### config.mk
export PLATFORM = sky130hd
export DESIGN_NAME = medpr_pos
export DESIGN_NICKNAME = d
export VERILOG_FILES = /design/src/design/medpr_pkg.sv /design/src/design/medpr_pos.sv
export SDC_FILE = /design/constraint.sdc
export NUM_CORES = 1
export LEC_CHECK = 0
export BUFFER_PORTS_ARGS = -buffer_cell sky130_fd_sc_hd__buf_2
export CAP_MARGIN = 40
export CORE_MARGIN = 10
export CORE_UTILIZATION = 25
export DETAILED_ROUTE_END_ITERATION = 10
export PLACE_DENSITY = 0.41
export SLEW_MARGIN = 20
export SYNTH_ARGS = -nofsm -noshare
export SYNTH_HDL_FRONTEND = slang
export SYNTH_SLANG_ARGS = --single-unit
### constraint.sdc
create_clock -name clk -period 6.8 [get_ports clk]
set_clock_uncertainty 0.2 [all_clocks]
set_input_delay 1.7 -clock clk [delete_from_list [all_inputs] [get_ports clk]]
set_output_delay 1.7 -clock clk [all_outputs]
set_load 0.01 [all_outputs]
### src/design/medpr_pkg.sv
// ---------------------------------------------------------------------------
// medpr_pkg - shared types, constants and functions
// Register codes, field widths, zigzag decode and median edge predictor.
// ---------------------------------------------------------------------------
package medpr_pkg;

	localparam int WIDTH_REG_W  = 13;
	localparam int HEIGHT_REG_W = 16;
	localparam int PIXEL_W      = 16;
	localparam int BYTE_W       = 8;
	localparam int CFG_IDX_W    = 2;
	localparam int CFG_DATA_W   = 16;

	localparam logic [WIDTH_REG_W-1:0]  WIDTH_RESET  = WIDTH_REG_W'(4096);
	localparam logic [HEIGHT_REG_W-1:0] HEIGHT_RESET = HEIGHT_REG_W'(1);

	typedef enum logic [CFG_IDX_W-1:0] {
		REG_IMAGE_WIDTH  = CFG_IDX_W'(0),
		REG_IMAGE_HEIGHT = CFG_IDX_W'(1)
	} cfg_reg_t;

	typedef logic [PIXEL_W-1:0] pixel_t;

	// scan position flags of one pixel
	typedef struct packed {
		logic first_row;
		logic first_col;
		logic eoi;
	} pos_t;

	// even code v -> v/2, odd code v -> -(v+1)/2 = ~(v>>1)
	function automatic pixel_t zigzag_decode(input pixel_t code);
		pixel_t half;
		half = {1'b0, code[PIXEL_W-1:1]};
		zigzag_decode = code[0] ? ~half : half;
	endfunction

	// a + b - c clamped between min(a,b) and max(a,b)
	function automatic pixel_t med_predict(input pixel_t a, input pixel_t b, input pixel_t c);
		pixel_t             lo;
		pixel_t             hi;
		logic [PIXEL_W:0]   s;
		logic [PIXEL_W:0]   lo_c;
		logic [PIXEL_W:0]   hi_c;
		lo   = (a < b) ? a : b;
		hi   = (a < b) ? b : a;
		s    = {1'b0, a} + {1'b0, b};
		lo_c = {1'b0, lo} + {1'b0, c};
		hi_c = {1'b0, hi} + {1'b0, c};
		if (s < lo_c) begin
			med_predict = lo;
		end else if (s > hi_c) begin
			med_predict = hi;
		end else begin
			med_predict = PIXEL_W'(s - {1'b0, c});
		end
	endfunction

endpackage

### src/design/medpr_pos.sv
// ---------------------------------------------------------------------------
// medpr_pos - raster scan position
// Column and row counters, advanced once per accepted residual request.
// ---------------------------------------------------------------------------
module medpr_pos #(
	parameter  int MAX_WIDTH = 4096,
	localparam int XW        = $clog2(MAX_WIDTH)
) (
	input  logic                                   clk,
	input  logic                                   arst_n,
	input  logic                                   advance,
	input  logic [medpr_pkg::WIDTH_REG_W-1:0]      image_width,
	input  logic [medpr_pkg::HEIGHT_REG_W-1:0]     image_height,
	output logic [XW-1:0]                          x,
	output medpr_pkg::pos_t                        pos
);
	import medpr_pkg::*;

	localparam int CMPW = (XW + 1 > WIDTH_REG_W) ? XW + 1 : WIDTH_REG_W;

	logic [XW-1:0]           col_q;
	logic [HEIGHT_REG_W-1:0] row_q;
	logic [CMPW-1:0]         w_ext;
	logic [CMPW-1:0]         w_eff;
	logic [CMPW-1:0]         x_next;
	logic [HEIGHT_REG_W:0]   h_eff;
	logic [HEIGHT_REG_W:0]   row_next;
	logic                    last_col;
	logic                    last_row;

	always_comb begin
		w_ext = CMPW'(image_width);
		if (w_ext == '0) begin
			w_eff = CMPW'(1);
		end else if (w_ext > CMPW'(MAX_WIDTH)) begin
			w_eff = CMPW'(MAX_WIDTH);
		end else begin
			w_eff = w_ext;
		end
		h_eff    = (image_height == '0) ? (HEIGHT_REG_W + 1)'(1) : {1'b0, image_height};
		x_next   = CMPW'(col_q) + CMPW'(1);
		row_next = {1'b0, row_q} + (HEIGHT_REG_W + 1)'(1);
		// a width lowered mid-image ends the row at once
		last_col = (x_next >= w_eff);
		last_row = (row_next >= h_eff);
	end

	assign x             = col_q;
	assign pos.first_row = (row_q == '0);
	assign pos.first_col = (col_q == '0);
	assign pos.eoi       = last_col && last_row;

	always_ff @(posedge clk or negedge arst_n) begin
		if (!arst_n) begin
			col_q <= '0;
			row_q <= '0;
		end else if (advance) begin
			if (last_col) begin
				col_q <= '0;
				row_q <= last_row ? '0 : row_next[HEIGHT_REG_W-1:0];
			end else begin
				col_q <= x_next[XW-1:0];
			end
		end
	end
endmodule

==> metrics.csv, run 1 <==
metric;value;unit
status;finished clean;
path_depth;11;
cts.path.max_buffers;2;
grt_max_degree;29;
post-route-period-util;0.8448;
drtIter0Drc;140;
synth.distinct_cells;49;
cts_resized;0;
antenna_found_initial;0;
dp_hpwl;6047;um
final_antenna_net_count;0;
drive_above_1_share;0.2123;
required;4900;ps
final_nets;424;
gr-total-overflow;0;
p_int;0.3928;mW
worstPathMaxFanout;12;
irDropWorstVdd;0.07006;mV
diodes;0;
post_cts_buffers;0;
clock-sinks;28;
die_area;0.01533;mm^2
rsz0062_at_grt;no;
synth_top_area_share;0.2600;
hold_violations;0;
io_buffers;46;
worstPathArrival;3840;ps
cts_tree;yes;
die_x;123.8;um
p_per_area;219.0;mW/mm^2
critPathMaxStageDelay;410;ps
start_util;0.2587;
rr_worst_depth;12;
p_seq_frac;0.374;
r2r_slack;2830;ps
path_cells;buf_2 > inv_1 > nand2_1 > ha_1 > nor2b_1 > o31ai_2 > a311oi_4 > nor2_1 > buf_4 > nor2_1 > buf_2;
fin_tns_setup;0;ps
synth_area_per_cell;8.529;um^2
fin_crit;5745;ps
maxCapViolations;0;
worstMarginPinSlew;688.7;ps
synth_area_leader_cell;dfrtp_1;
r2r_end;row_q[0]$_DFFE_PN0P_;
fp-row-count;37;
synthCells;316;
crit_start;image_width[12];
r2r-start;x[0]$_DFFE_PN0P_;
cts_buffers;3;
cp-start-kind;input pin;
crit_slowest_cell;nor2_1;
synth_seq_cells;28;
htreeDepth;1;
die_h;123.8;um
viasPerCell;4.796;
worstSetupPathType;in2out;
grt_pass1_wl;12740;um
leakage;1.580;nW
power;0.6798;mW
synth_warnings;0;
pin_count;47;
num_vias;2369;
route.detailed.drc;0;
gp_congestion;0.8270;
syn_to_final_growth;15.18;%
pwr-share-comb;0.466;
holdBufCountCts;0;
endpoint_kind;output port;
wirelength;7421;um
grt_pass1_vias;2482;
p_clk_frac;0.160;
syn-cell-area;0.002695;mm^2
fmax;0.1741;GHz
swShare;0.4222;
seq_area_frac_synth;0.2600;
total_switching_power;0.2871;mW
setup_viol;0;
core-area;0.01042;mm^2
min_path_type;reg2reg;
synthTopCellsByArea;dfrtp_1 (26%), ha_1 (15%), nand2_1 (5.6%), xnor2_1 (4.9%), nand3_1 (4.5%);
clk_pin_slew;100;ps
root_buffer;clkbuf_8;
drtPass1Iterations;4;
post_drt_wl_per_cell;15.02;um
insertion_delay;280;ps
endpoint;pos[0];
grt_use_total;0.1013;
worst-path-buf-inv;4;
slew_headroom;0.5408;
timing.final.max_slew_violations;0;
cp_top_family;buffers and inverters;
synth_nets;381;
cells in the final DEF (no fill, tap or decap), drive strengths merged, types with 2 or more instances in the layout:
cell / netlist / routed
o21ai: 16 / 16
clkbuf: 4 / 4
nand2: 40 / 40
nor4b: 2 / 2
ha: 33 / 33
nor4: 11 / 11
nor3: 10 / 10
inv: 28 / 28
xor2: 8 / 8
o21a: 2 / 2
dfrtp: 28 / 28
and4: 2 / 2
a21oi: 9 / 9
buf: 8 / 50
nand2b: 2 / 2
a31o: 4 / 4
nor2: 13 / 13
nand4: 6 / 6
a211oi: 2 / 2
nor2b: 7 / 7
o21bai: 2 / 2
a22o: 6 / 6
o31ai: 13 / 13
and3: 9 / 9
xnor2: 15 / 15
nand3: 26 / 26
o32ai: 2 / 2
cell usage after synthesis, drive strengths merged:
library cell / number
a31oi: 1
a21o: 1
clkbuf: 4
o32ai: 2
dfrtp: 28
o31ai: 13
or3: 1
a31o: 4
buf: 8
mux2: 1
nor4b: 2
a41o: 1
o211a: 1
and4: 2
nand2b: 2
xor2: 8
a311oi: 1
nor2b: 7
nand3: 26
nand2: 40
nor3: 10
o21ai: 16
inv: 28
and3: 9
nor2: 13
nand4: 6
nor4: 11
a21oi: 9
ha: 33
o21a: 2
a22o: 6
mux2i: 1
a211oi: 2
o21bai: 2
xnor2: 15
cell type report:
| class | instances | area (um^2) |
|---|---|---|
| multi-input cells | 248 | 1813 |
| well taps | 136 | 170.2 |
| flip-flops and latches | 28 | 700.7 |
| inverters | 28 | 105.1 |
| fillers | 1116 | 7312 |
| repair buffers | 50 | 260.3 |
| clock buffers | 4 | 55.05 |
worst register-to-register path, delay by kind of cell, from the launching register on:
| family | cells | cell delay (ps) |
|---|---|---|
| buf+inv | 1 | 250 |
| compound gates | 2 | 750 |
| xor+xnor | 1 | 170 |
| fa+ha+maj | 2 | 630 |
| mux | 1 | 240 |
| flops | 1 | 470 |
| simple gates | 5 | 1210 |
power by group through the flow:
stage | Sequential [mW] | Clock [mW] | Combinational (mW)
CTS | 0.255 | 0.115 | 0.323
global placement | 0.260 | 0 | 0.316
floorplan | 0.244 | 0 | 0.232
global route | 0.262 | 0.121 | 0.366
detailed placement | 0.259 | 0 | 0.321
finish | 0.255 | 0.109 | 0.317
layer usage:
layer  part of all wire  up-vias  global-route usage
met4              0.010        0             0.02693
met3              0.055        4             0.01357
met5                  0        -                   0
li1                   -     1223                   -
met1               0.48     1089              0.1337
met2               0.46       53              0.1695
metrics by stage:
stage	worst slack, ps	std cells	hold slack (ps)	cell area (um^2)	util
floorplan	1406	316	315.3	2695	-
global placement	970.0	488	337.9	3034	0.2913
detailed placement	900.6	489	344.8	3042	0.2920
CTS	910.9	493	369.6	3097	0.2973
global route	793.5	494	382.9	3104	0.2980
finish	1055	494	367.9	3104	0.2980
logic make-up after synthesis:
family / synth area share
compound gates: 0.1857
xor+xnor: 0.07475
fa+ha+maj: 0.1532
buf+inv: 0.06731
flops: 0.2600
mux: 0.007892
simple gates: 0.2512
flip-flops by register name, indices dropped and copies added (netlist names):
name   count
x         12
row_q     16
how the worst min path moves through the flow:
stage | startpoint | cells past startpoint | end
floorplan | row_q[11]$_DFFE_PN0P_ | 2 | row_q[11]$_DFFE_PN0P_
global placement | row_q[11]$_DFFE_PN0P_ | 2 | row_q[11]$_DFFE_PN0P_
detailed placement | row_q[11]$_DFFE_PN0P_ | 2 | row_q[11]$_DFFE_PN0P_
CTS | row_q[11]$_DFFE_PN0P_ | 2 | row_q[11]$_DFFE_PN0P_
global route | row_q[11]$_DFFE_PN0P_ | 2 | row_q[11]$_DFFE_PN0P_
finish | row_q[11]$_DFFE_PN0P_ | 2 | row_q[11]$_DFFE_PN0P_
(Power assumes the default switching activity.)
==> inputs of run 2 (changes only) <==
--- a/config.mk
+++ b/config.mk
@@ -10,7 +10,7 @@
 export CORE_MARGIN = 10
 export CORE_UTILIZATION = 25
 export DETAILED_ROUTE_END_ITERATION = 10
-export PLACE_DENSITY = 0.41
+export PLACE_DENSITY = 0.42
 export SLEW_MARGIN = 20
 export SYNTH_ARGS = -nofsm -noshare
 export SYNTH_HDL_FRONTEND = slang
==> constraint.sdc (replaced) <==
create_clock -name clk -period 4.7 [get_ports clk]
set_clock_uncertainty 0.2 [all_clocks]
set_input_delay 1.175 -clock clk [delete_from_list [all_inputs] [get_ports clk]]
set_output_delay 1.175 -clock clk [all_outputs]
set_load 0.01 [all_outputs]
==> run 2 against run 1 <==
Against the previous run:
- power grew 53%
- design area is 1.8% higher
- via count increased by 2.8%
- highest routed layer unchanged
- final cell count grew 0.61%
- register-to-register slack got worse by 1900 ps
- clock power up 80%
- worst setup slack lost 860 ps
==> metrics.csv, run 2 (synthesis gave the netlist of run 1 again) <==
metric;value;unit;change
status;finished clean;;
io_buffers;46;;unchanged
multi_input_area;0.001827;mm^2;+0.76%
insertion_delay;280;ps;about the same
grt_max_degree;29;;unchanged
fmax;0.2218;GHz;
min_path_type;reg2reg;;
timing.final.max_slew_violations;0;;unchanged
clock-sinks;28;;unchanged
cts_buffers;3;;unchanged
grt_pass1_wl;12650;um;-0.65%
layout_commonest_cell;buf_2;;
gr-total-overflow;0;;unchanged
largest_reg_flops;16;;unchanged
layout_common_cells;buf_2 (46), nand2_1 (40), ha_1 (31), inv_1 (28), dfrtp_1 (26);;
wirelength;7754;um;+4.5%
placed_area;0.003064;mm^2;+0.74%
fin_crit;4508;ps;
start_util;0.2587;;unchanged
htreeDepth;1;;unchanged
drtIter0Drc;97;;-31%
hold_violations;0;;unchanged
final_antenna_net_count;0;;unchanged
stdcell_count;497;;+0.61%
p_per_area;329.2;mW/mm^2;+50%
finalInstanceArea;0.003159;mm^2;+1.8%
die_area;0.01533;mm^2;unchanged
route.detailed.drc;0;;unchanged
pin_count;47;;unchanged
cts_tree;yes;;
n_fill_cell;1124;;+0.72%
cp-start-kind;flip-flop;;
die_x;123.8;um;unchanged
required;3320;ps;-1580 ps
endpoint_kind;output port;;
gp_congestion;0.8202;;-0.82%
leakage;1.596;nW;+1.0%
worstPathMaxFanout;6;;-6
crit_slowest_cell;dfrtp_1;;
setup_viol;0;;unchanged
viasPerCell;4.901;;+2.2%
placedCellCount;492;;+0.61%
irDropWorstVdd;0.1335;mV;+91%
core-area;0.01042;mm^2;unchanged
post_drt_wl_per_cell;15.60;um;+3.9%
clk_pin_slew;110;ps;about the same
worstPathArrival;3130;ps;-710 ps
grt_use_total;0.1012;;-0.0001403
fp-row-count;37;;unchanged
regArea;703.2;um^2;+0.36%
num_vias;2436;;+2.8%
worstSetupPathType;reg2out;;
top_register;row_q;;
root_buffer;clkbuf_8;;
die_h;123.8;um;unchanged
slew_headroom;0.5410;;about the same
path_cells;nand3_2 > nor2_1 > and3_1 > xor2_1 > ha_1 > o21ai_0 > nor2_1 > nor3_1 > a211oi_4 > nor2_1 > nor2_1 > buf_2;;
grt_pass1_vias;2525;;+1.7%
crit_top_cell;nor2_1;;
antenna_found_initial;0;;unchanged
maxCapViolations;0;;unchanged
dp_hpwl;6204;um;+2.6%
worstMarginPinSlew;688.5;ps;-0.2450 ps
drive_above_1_share;0.2355;;+0.02317
syn_to_final_growth;17.22;%;
diodes;0;;unchanged
post-route-period-util;0.9592;;
final_nets;427;;+0.71%
final_util;0.3033;;+0.005285
fin_tns_setup;0;ps;unchanged
timing.hold.ws;387.1;ps;+19.25 ps
drtPass1Iterations;4;;unchanged
cts.path.max_buffers;2;;unchanged
critPathMaxStageDelay;520;ps;+110 ps
==> run 2: changes by cell type in the layout (fill, tap and decap cells not counted), moves of 2 or more <==
cell	change
ha_1	-2
buf_4	+3
ha_2	+2
dfrtp_1	-2
dfrtp_2	+2
==> run 2: cell type report <==
class / count / share of cell area
multi-input cells: 248 / 0.5782
flip-flops and latches: 28 / 0.2226
repair buffers: 53 / 0.08950
well taps: 136 / 0.05386
inverters: 28 / 0.03327
clock buffers: 3 / 0.01307
clock inverters: 1 / 0.009505
==> run 2: metal layers <==
layer | part of all wire | global-route usage
met1 | 0.49 | 0.1285
met2 | 0.45 | 0.1742
met3 | 0.058 | 0.02127
met4 | 0.0032 | 0.01747
met5 | 0 | 0
==> run 2: final timing paths <==
kind	from	endpoint	slack [ps]	cells after the start
min	row_q[11]$_DFFE_PN0P_	row_q[11]$_DFFE_PN0P_	390	2
max	row_q[3]$_DFFE_PN0P_	pos[0]	190	12
min in group asynchronous	arst_n	row_q[3]$_DFFE_PN0P_	720	1
max reg2reg	x[2]$_DFFE_PN0P_	row_q[0]$_DFFE_PN0P_	960	13
min reg2reg	row_q[11]$_DFFE_PN0P_	row_q[11]$_DFFE_PN0P_	390	2
max in group asynchronous	arst_n	row_q[6]$_DFFE_PN0P_	3100	1
==> run 2: power by group <==
part	total [mW]	leakage, nW	switching (mW)	internal (mW)
combinational	0.475	1.19	0.258	0.216
sequential	0.370	0.367	0.0825	0.288
clock	0.196	0.0357	0.0814	0.114
==> run 2: what timing repair did <==
| item | in CTS | in global routing |
|---|---|---|
| setup buffers | 0 | 1 |
| setup endpoints to repair | 0 | 1 |
| hold buffers | 0 | 0 |
| resized for setup | 0 | 7 |
==> run 2: stage by stage <==
step,worst slack (ps),total power [mW]
6_report,191.6,1.040
5_1_grt,-21.30,1.140
4_1_cts,156.9,1.048
3_5_place_dp,361.9,0.8471
3_3_place_gp,347.9,0.8453
2_1_floorplan,355.8,0.6889
==> run 2: critical path, delay by kind of cell, from the launching register on <==
| kind | cells | cell delay [ps] |
|---|---|---|
| and+or+nand+nor | 7 | 1330 |
| DFF | 1 | 520 |
| adders and majority gates | 1 | 300 |
| xor gates and xnor gates | 1 | 290 |
| AOI/OAI and AO/OA | 2 | 270 |
| buffers and inverters | 1 | 140 |
